## src/hdl/rpfa_pkg.sv

```systemverilog
// Package for the reference-counted page frame allocator.
// Holds pool sizes, request and status codes, FSM states and control structs.
// No dependencies.
package rpfa_pkg;

    localparam int ADDR_W      = 56;
    localparam int PAGE_SHIFT  = 12;
    localparam int NUM_FRAMES  = 1024;
    localparam int IDX_W       = (NUM_FRAMES > 1) ? $clog2(NUM_FRAMES) : 1;
    localparam int CNT_W       = $clog2(NUM_FRAMES + 1);
    localparam int REF_BITS    = 16;
    localparam int REF_OUT_W   = 16;
    localparam int REQ_W       = 2;
    localparam int STATUS_W    = 3;
    localparam int PAGE_NUM_W  = ADDR_W - PAGE_SHIFT;

    localparam logic [REF_BITS-1:0] REF_MAX        = '1;
    localparam logic [ADDR_W-1:0]   FRAME_BASE_RST = ADDR_W'(64'h8000_0000);

    typedef enum logic [REQ_W-1:0] {
        REQ_ALLOC = 2'd0,
        REQ_FREE  = 2'd1,
        REQ_SHARE = 2'd2,
        REQ_QUERY = 2'd3
    } req_t;

    typedef enum logic [STATUS_W-1:0] {
        ST_OK         = 3'd0,
        ST_OOM        = 3'd1,
        ST_MISALIGNED = 3'd2,
        ST_RANGE      = 3'd3,
        ST_NOREF      = 3'd4,
        ST_SAT        = 3'd5
    } status_t;

    typedef enum logic [1:0] {
        S_CLEAR,
        S_IDLE,
        S_EXEC
    } state_t;

    typedef struct packed {
        logic clr_en;
        logic accept;
        logic commit;
    } cmd_t;

    typedef struct packed {
        logic clear_done;
        logic out_free;
    } sts_t;

endpackage

```

## src/hdl/rpfa_ctrl.sv

```systemverilog
// Controller state machine of the page frame allocator.
// Depends on rpfa_pkg for states and the command and status structs.
module rpfa_ctrl (
    input  logic              aclk,
    input  logic              aresetn,
    input  logic              s_valid,
    output logic              s_ready,
    input  rpfa_pkg::sts_t    sts,
    output rpfa_pkg::cmd_t    cmd
);

    rpfa_pkg::state_t state_reg;
    rpfa_pkg::state_t state_next;

    always_ff @(posedge aclk) begin
        if (!aresetn) begin
            state_reg <= rpfa_pkg::S_CLEAR;
        end else begin
            state_reg <= state_next;
        end
    end

    always_comb begin
        state_next = state_reg;
        unique case (state_reg)
            rpfa_pkg::S_CLEAR: begin
                if (sts.clear_done) begin
                    state_next = rpfa_pkg::S_IDLE;
                end
            end
            rpfa_pkg::S_IDLE: begin
                if (s_valid) begin
                    state_next = rpfa_pkg::S_EXEC;
                end
            end
            rpfa_pkg::S_EXEC: begin
                if (sts.out_free) begin
                    state_next = rpfa_pkg::S_IDLE;
                end
            end
            default: begin
                state_next = rpfa_pkg::S_CLEAR;
            end
        endcase
    end

    always_comb begin
        cmd     = '0;
        s_ready = 1'b0;
        unique case (state_reg)
            rpfa_pkg::S_CLEAR: begin
                cmd.clr_en = 1'b1;
            end
            rpfa_pkg::S_IDLE: begin
                s_ready    = 1'b1;
                cmd.accept = s_valid;
            end
            rpfa_pkg::S_EXEC: begin
                cmd.commit = sts.out_free;
            end
            default: begin
                cmd = '0;
            end
        endcase
    end

endmodule

```

## config.mk

```make
export PLATFORM = sky130hd
export DESIGN_NAME = rpfa_ctrl
export DESIGN_NICKNAME = d
export VERILOG_FILES = /design/src/hdl/rpfa_pkg.sv /design/src/hdl/rpfa_ctrl.sv
export SDC_FILE = /design/constraint.sdc
export NUM_CORES = 1
export LEC_CHECK = 0
export BUFFER_PORTS_ARGS = -buffer_cell sky130_fd_sc_hd__buf_2
export CAP_MARGIN = 20
export CORE_AREA = 2 2 39 41
export CTS_BUF_LIST = sky130_fd_sc_hd__clkbuf_8 sky130_fd_sc_hd__clkbuf_16
export DETAILED_ROUTE_END_ITERATION = 12
export DIE_AREA = 0 0 41 43
export PLACE_DENSITY = 0.34
export SLEW_MARGIN = 10
export SYNTH_ARGS = -nofsm -noshare
export SYNTH_HDL_FRONTEND = slang
export SYNTH_SLANG_ARGS = --single-unit
```

## constraint.sdc

```tcl
create_clock -name aclk -period 1.4 [get_ports aclk]
set_clock_uncertainty 0.15 [all_clocks]
set_input_delay 0 -clock aclk [delete_from_list [all_inputs] [get_ports aclk]]
set_output_delay 0 -clock aclk [all_outputs]
set_load 0.01 [all_outputs]
```

======== After elaboration in Yosys (flattened, before gate mapping) ========
Index checks and enable logic that the tools add are counted.
word-level totals
  output and inout bits ................... 4
  register bits after elaboration ......... 2
  bits of input ports ..................... 5
  logic and storage cells ................. 16
operators by class
  multiplexer cells ....................... 8
  eq/ne operators ......................... 5
  reductions and logical operators ........ 2
operators with widths
  cell                                           number
  2-to-1 mux 2 bit                               3
  inequality test 2 bit, second input constant   3
  case mux 2 bit (3 select lines)                1
  2-to-1 mux 1 bit                               4
  AND reduction 3 bit                            1
  == test 2 x 1 -> 1 bit, second input constant  1
  == test 2 bit, second input constant           1
  logical NOT 2 bit                              1

======== Logic depth before layout (Yosys ltp) ========
  word-level depth ........................ 3
  mapped depth ............................ 3
  depth with buffers taken out ............ 3

======== Worst setup path after synthesis ========
Ideal clock, no wire load.
  path type ............................... register to register
  start point ............................. register state_reg[0]
  end point ............................... register state_reg[1]
  library setup time ...................... 0.058 ns
  cell stages (with the launch flop) ...... 4
  path slack .............................. 0.383 ns
  path buffers ............................ 0
  arrival ................................. 0.809 ns
  data required time ...................... 1.192 ns
  clock period less this slack ............ 1.017 ns
  path through ............................ dfxtp_1 -> nand2_1 -> nor2_1 -> o21a_1
on the way
  word-level cells in the longest chain between the ends .. 3
  elaborated cells between the ends (all ways) .. 8
  those cells by class .................... eq/ne (5); mux (1); reduce/logical (2)
ends and longest elaborated chain
  what                                         line             RTL
  from (decl)                                  rpfa_ctrl.sv:12  rpfa_pkg::state_t state_reg;
  from (signal assigned)                       rpfa_ctrl.sv:17  state_reg <= rpfa_pkg::S_CLEAR;
  from (signal assigned)                       rpfa_ctrl.sv:19  state_reg <= state_next;
  == test 2 bit, or another cell as far along  rpfa_ctrl.sv:25  unique case (state_reg)
  inequality test 2 bit (no source line)       n/a
  AND reduction 3 bit (no source line)         n/a
Several ways; a longest one is shown, not always the timed one.
A chain may end at the register's enable or synchronous reset.

==> flow_metrics.py <==
metrics = {
    "place": {
        "place_congestion": 0.622,
        "portBuffers": 8,
        "placed_cells": 37,
    },
    "grt": {
        "grt_usage_pct": 4.91,
        "antenna_found_initial": 0,
        "grt_pass1_vias": 122,
        "grt_overflow": 0,
        "grt_max_degree": 8,
        "grt_pass1_wl_um": 476,
    },
    "cts": {
        "clock_sinks": 2,
        "cts_buffer_depth": 2,
        "h-tree-depth": 1,
        "cts-root-buf": "clkbuf_8",
        "cts-buffers-inserted": 3,
        "clock_latency_ps": 210,
        "cts_tree": "done",
        "clkSlewWorstSetupHoldPaths_ps": 30,
        "cts-resized-gates": 0,
    },
    "synth": {
        "ys_seq_area_share_pct": 37.6,
        "synthMuxAreaShare_pct": 0,
        "synth_compound_area_share_pct": 28.2,
        "synth_top_area_share_pct": 37.6,
        "synth_fp_nets": 18,
        "syn_area_um2": 106,
        "ys_ff_latch": 2,
        "synth_top_family_by_area": "simple AND/OR/NAND/NOR gates",
        "syn_area_per_cell_um2": 8.18,
        "synth-adder-area-share_pct": 0,
        "yosysWarnings": 0,
        "yosysTopAreaCell": "dfxtp_1",
        "postSynthCellCount": 13,
        "synth-simple-area-share_pct": 30.6,
        "synth-xor-area-share_pct": 0,
        "ys_top_cells_by_area": "dfxtp_1 38%, nor3b_1 14%, o21a_1 14%, o211a_1 9.4%, nor2_1 7.1%",
        "synth.distinct_cells": 9,
    },
    "sta": {
        "grt_setup_unrepaired": "no",
        "fin_crit_ps": 1150,
        "clock.fmax_ghz": 0.867,
        "finalSetupTns_ps": 0,
        "hold_viol_final": 0,
        "finalSetupViolations": 0,
        "maxSlewViolCount": 0,
        "worst_slew_pin_slew_ps": 200,
        "max-slew-margin-rel_pct": 86.6,
        "fin_crit_sh_pct": 82.4,
    },
    "pwr": {
        "p_leak_uw": 0.000118,
        "irDropWorstVdd_v": 0.000460,
        "power_density_nw_per_um2": 1430,
    },
    "setup_path": {
        "worst_setup_path_start_kind": "flop",
        "cp.arrival_ps": 1000,
        "criticalPathCategory": "reg -> out",
        "cp.required_ps": 1250,
        "crit_fanout": 7,
        "endpoint_kind": "output port",
    },
    "final_layout": {
        "antenna_cells": 0,
        "fin_cells": 43,
        "area_growth_pct": 124,
        "drive_above_1_share_pct": 40.7,
        "nets": 34,
        "largest_reg_flops": 2,
    },
    "drt": {
        "drt_first_pass_iters": 2,
        "drt-initial-drc-count": 1,
        "ant_nets": 0,
        "post_drt_wl_per_cell_um": 8.05,
        "drc": 0,
        "viasPerCell": 3.26,
        "vias": 140,
        "wirelength_um": 346,
    },
    "die": {
        "die_x_um": 41,
        "rows": 14,
        "start_util_pct": 7.69,
        "coreArea_um2": 1380,
        "ios": 9,
        "die_area_um2": 1760,
        "die_h_um": 43,
    },
    "hold_path": {
        "hold_path_class": "in -> reg",
    },
    "status": {
        "status": "completed",
    },
    "job": {
        "drv_cap": 0,
    },
}
==> worst max-delay path, cell delays in order (launching register included) <==
cell and delay (ps):
dfxtp_1 410, nand2_1 100, nor2_1 130, buf_2 160
==> power breakdown <==
| group | internal, µW | switching (µW) | leakage (µW) |
|---|---|---|---|
| logic | 25.2 | 18.5 | 0.0000803 |
| clock network | 182 | 46.0 | 0.0000216 |
| registers | 62.2 | 7.04 | 0.0000165 |
==> layout make-up <==
| type | count | area [µm²] |
|---|---|---|
| tap | 16 | 20.0 |
| timing repair buffer | 11 | 70.1 |
| multi-input combinational | 10 | 62.6 |
| inverter | 1 | 3.75 |
| fill | 151 | 1150 |
| sequential | 2 | 40.0 |
| clock buffer | 3 | 41.3 |
==> final timing paths <==
check	cells after the start	from	to	slack, ps
worst min-delay path	4	s_valid	state_reg[1]	80
worst max register to register	3	state_reg[0]	state_reg[0]	320
worst max-delay path	3	state_reg[0]	cmd[1]	250
worst min register to register	1	state_reg[1]	state_reg[0]	470
==> cell families after synthesis <==
logic type / Yosys count
AOI/OAI and AO/OA: 4
buffers and inverters: 1
DFF: 2
and+or+nand+nor: 6
==> what timing repair did <==
item                      in CTS  in global routing
hold endpoints to repair       2                  0
hold buffers                   3                  0
setup buffers                  0                  0
==> cells in the mapped netlist <==
cell / n
o21a_1: 2
dfxtp_1: 2
nor2b_1: 1
inv_1: 1
o21ai_0: 1
o211a_1: 1
nand2_1: 1
nor3b_1: 2
nor2_1: 2
==> routing by layer <==
layer	vias up	GRT usage, %	routed length [µm]
li1	73	-	-
met1	54	6.39	179
met2	11	3.44	99
met3	2	1.57	52
met4	0	10.0	14
met5	-	0	0
==> per-stage QoR <==
step | total power, µW | hold slack (ps) | worst slack [ps] | area, µm² | util (%)
after floorplan | 88.5 | -44.5 | 383 | 106 | -
after global routing | 356 | 126 | 128 | 238 | 17.2
after detailed placement | 107 | 90.3 | 337 | 166 | 12.0
final | 341 | 78.0 | 246 | 238 | 17.2
after CTS | 349 | 68.3 | 250 | 238 | 17.2
after global placement | 106 | 80.1 | 348 | 166 | 12.0
==> cells in the final DEF, fill, tap and decap left out, types with 2 or more instances in the layout <==
| master | instances |
|---|---|
| buf_2 | 8 |
| clkbuf_8 | 3 |
| dfxtp_1 | 2 |
| dlygate4sd3_1 | 3 |
| nor2_1 | 2 |
| nor3b_1 | 2 |
| o21a_1 | 2 |
Note: power is estimated with default switching activity, not from simulation.
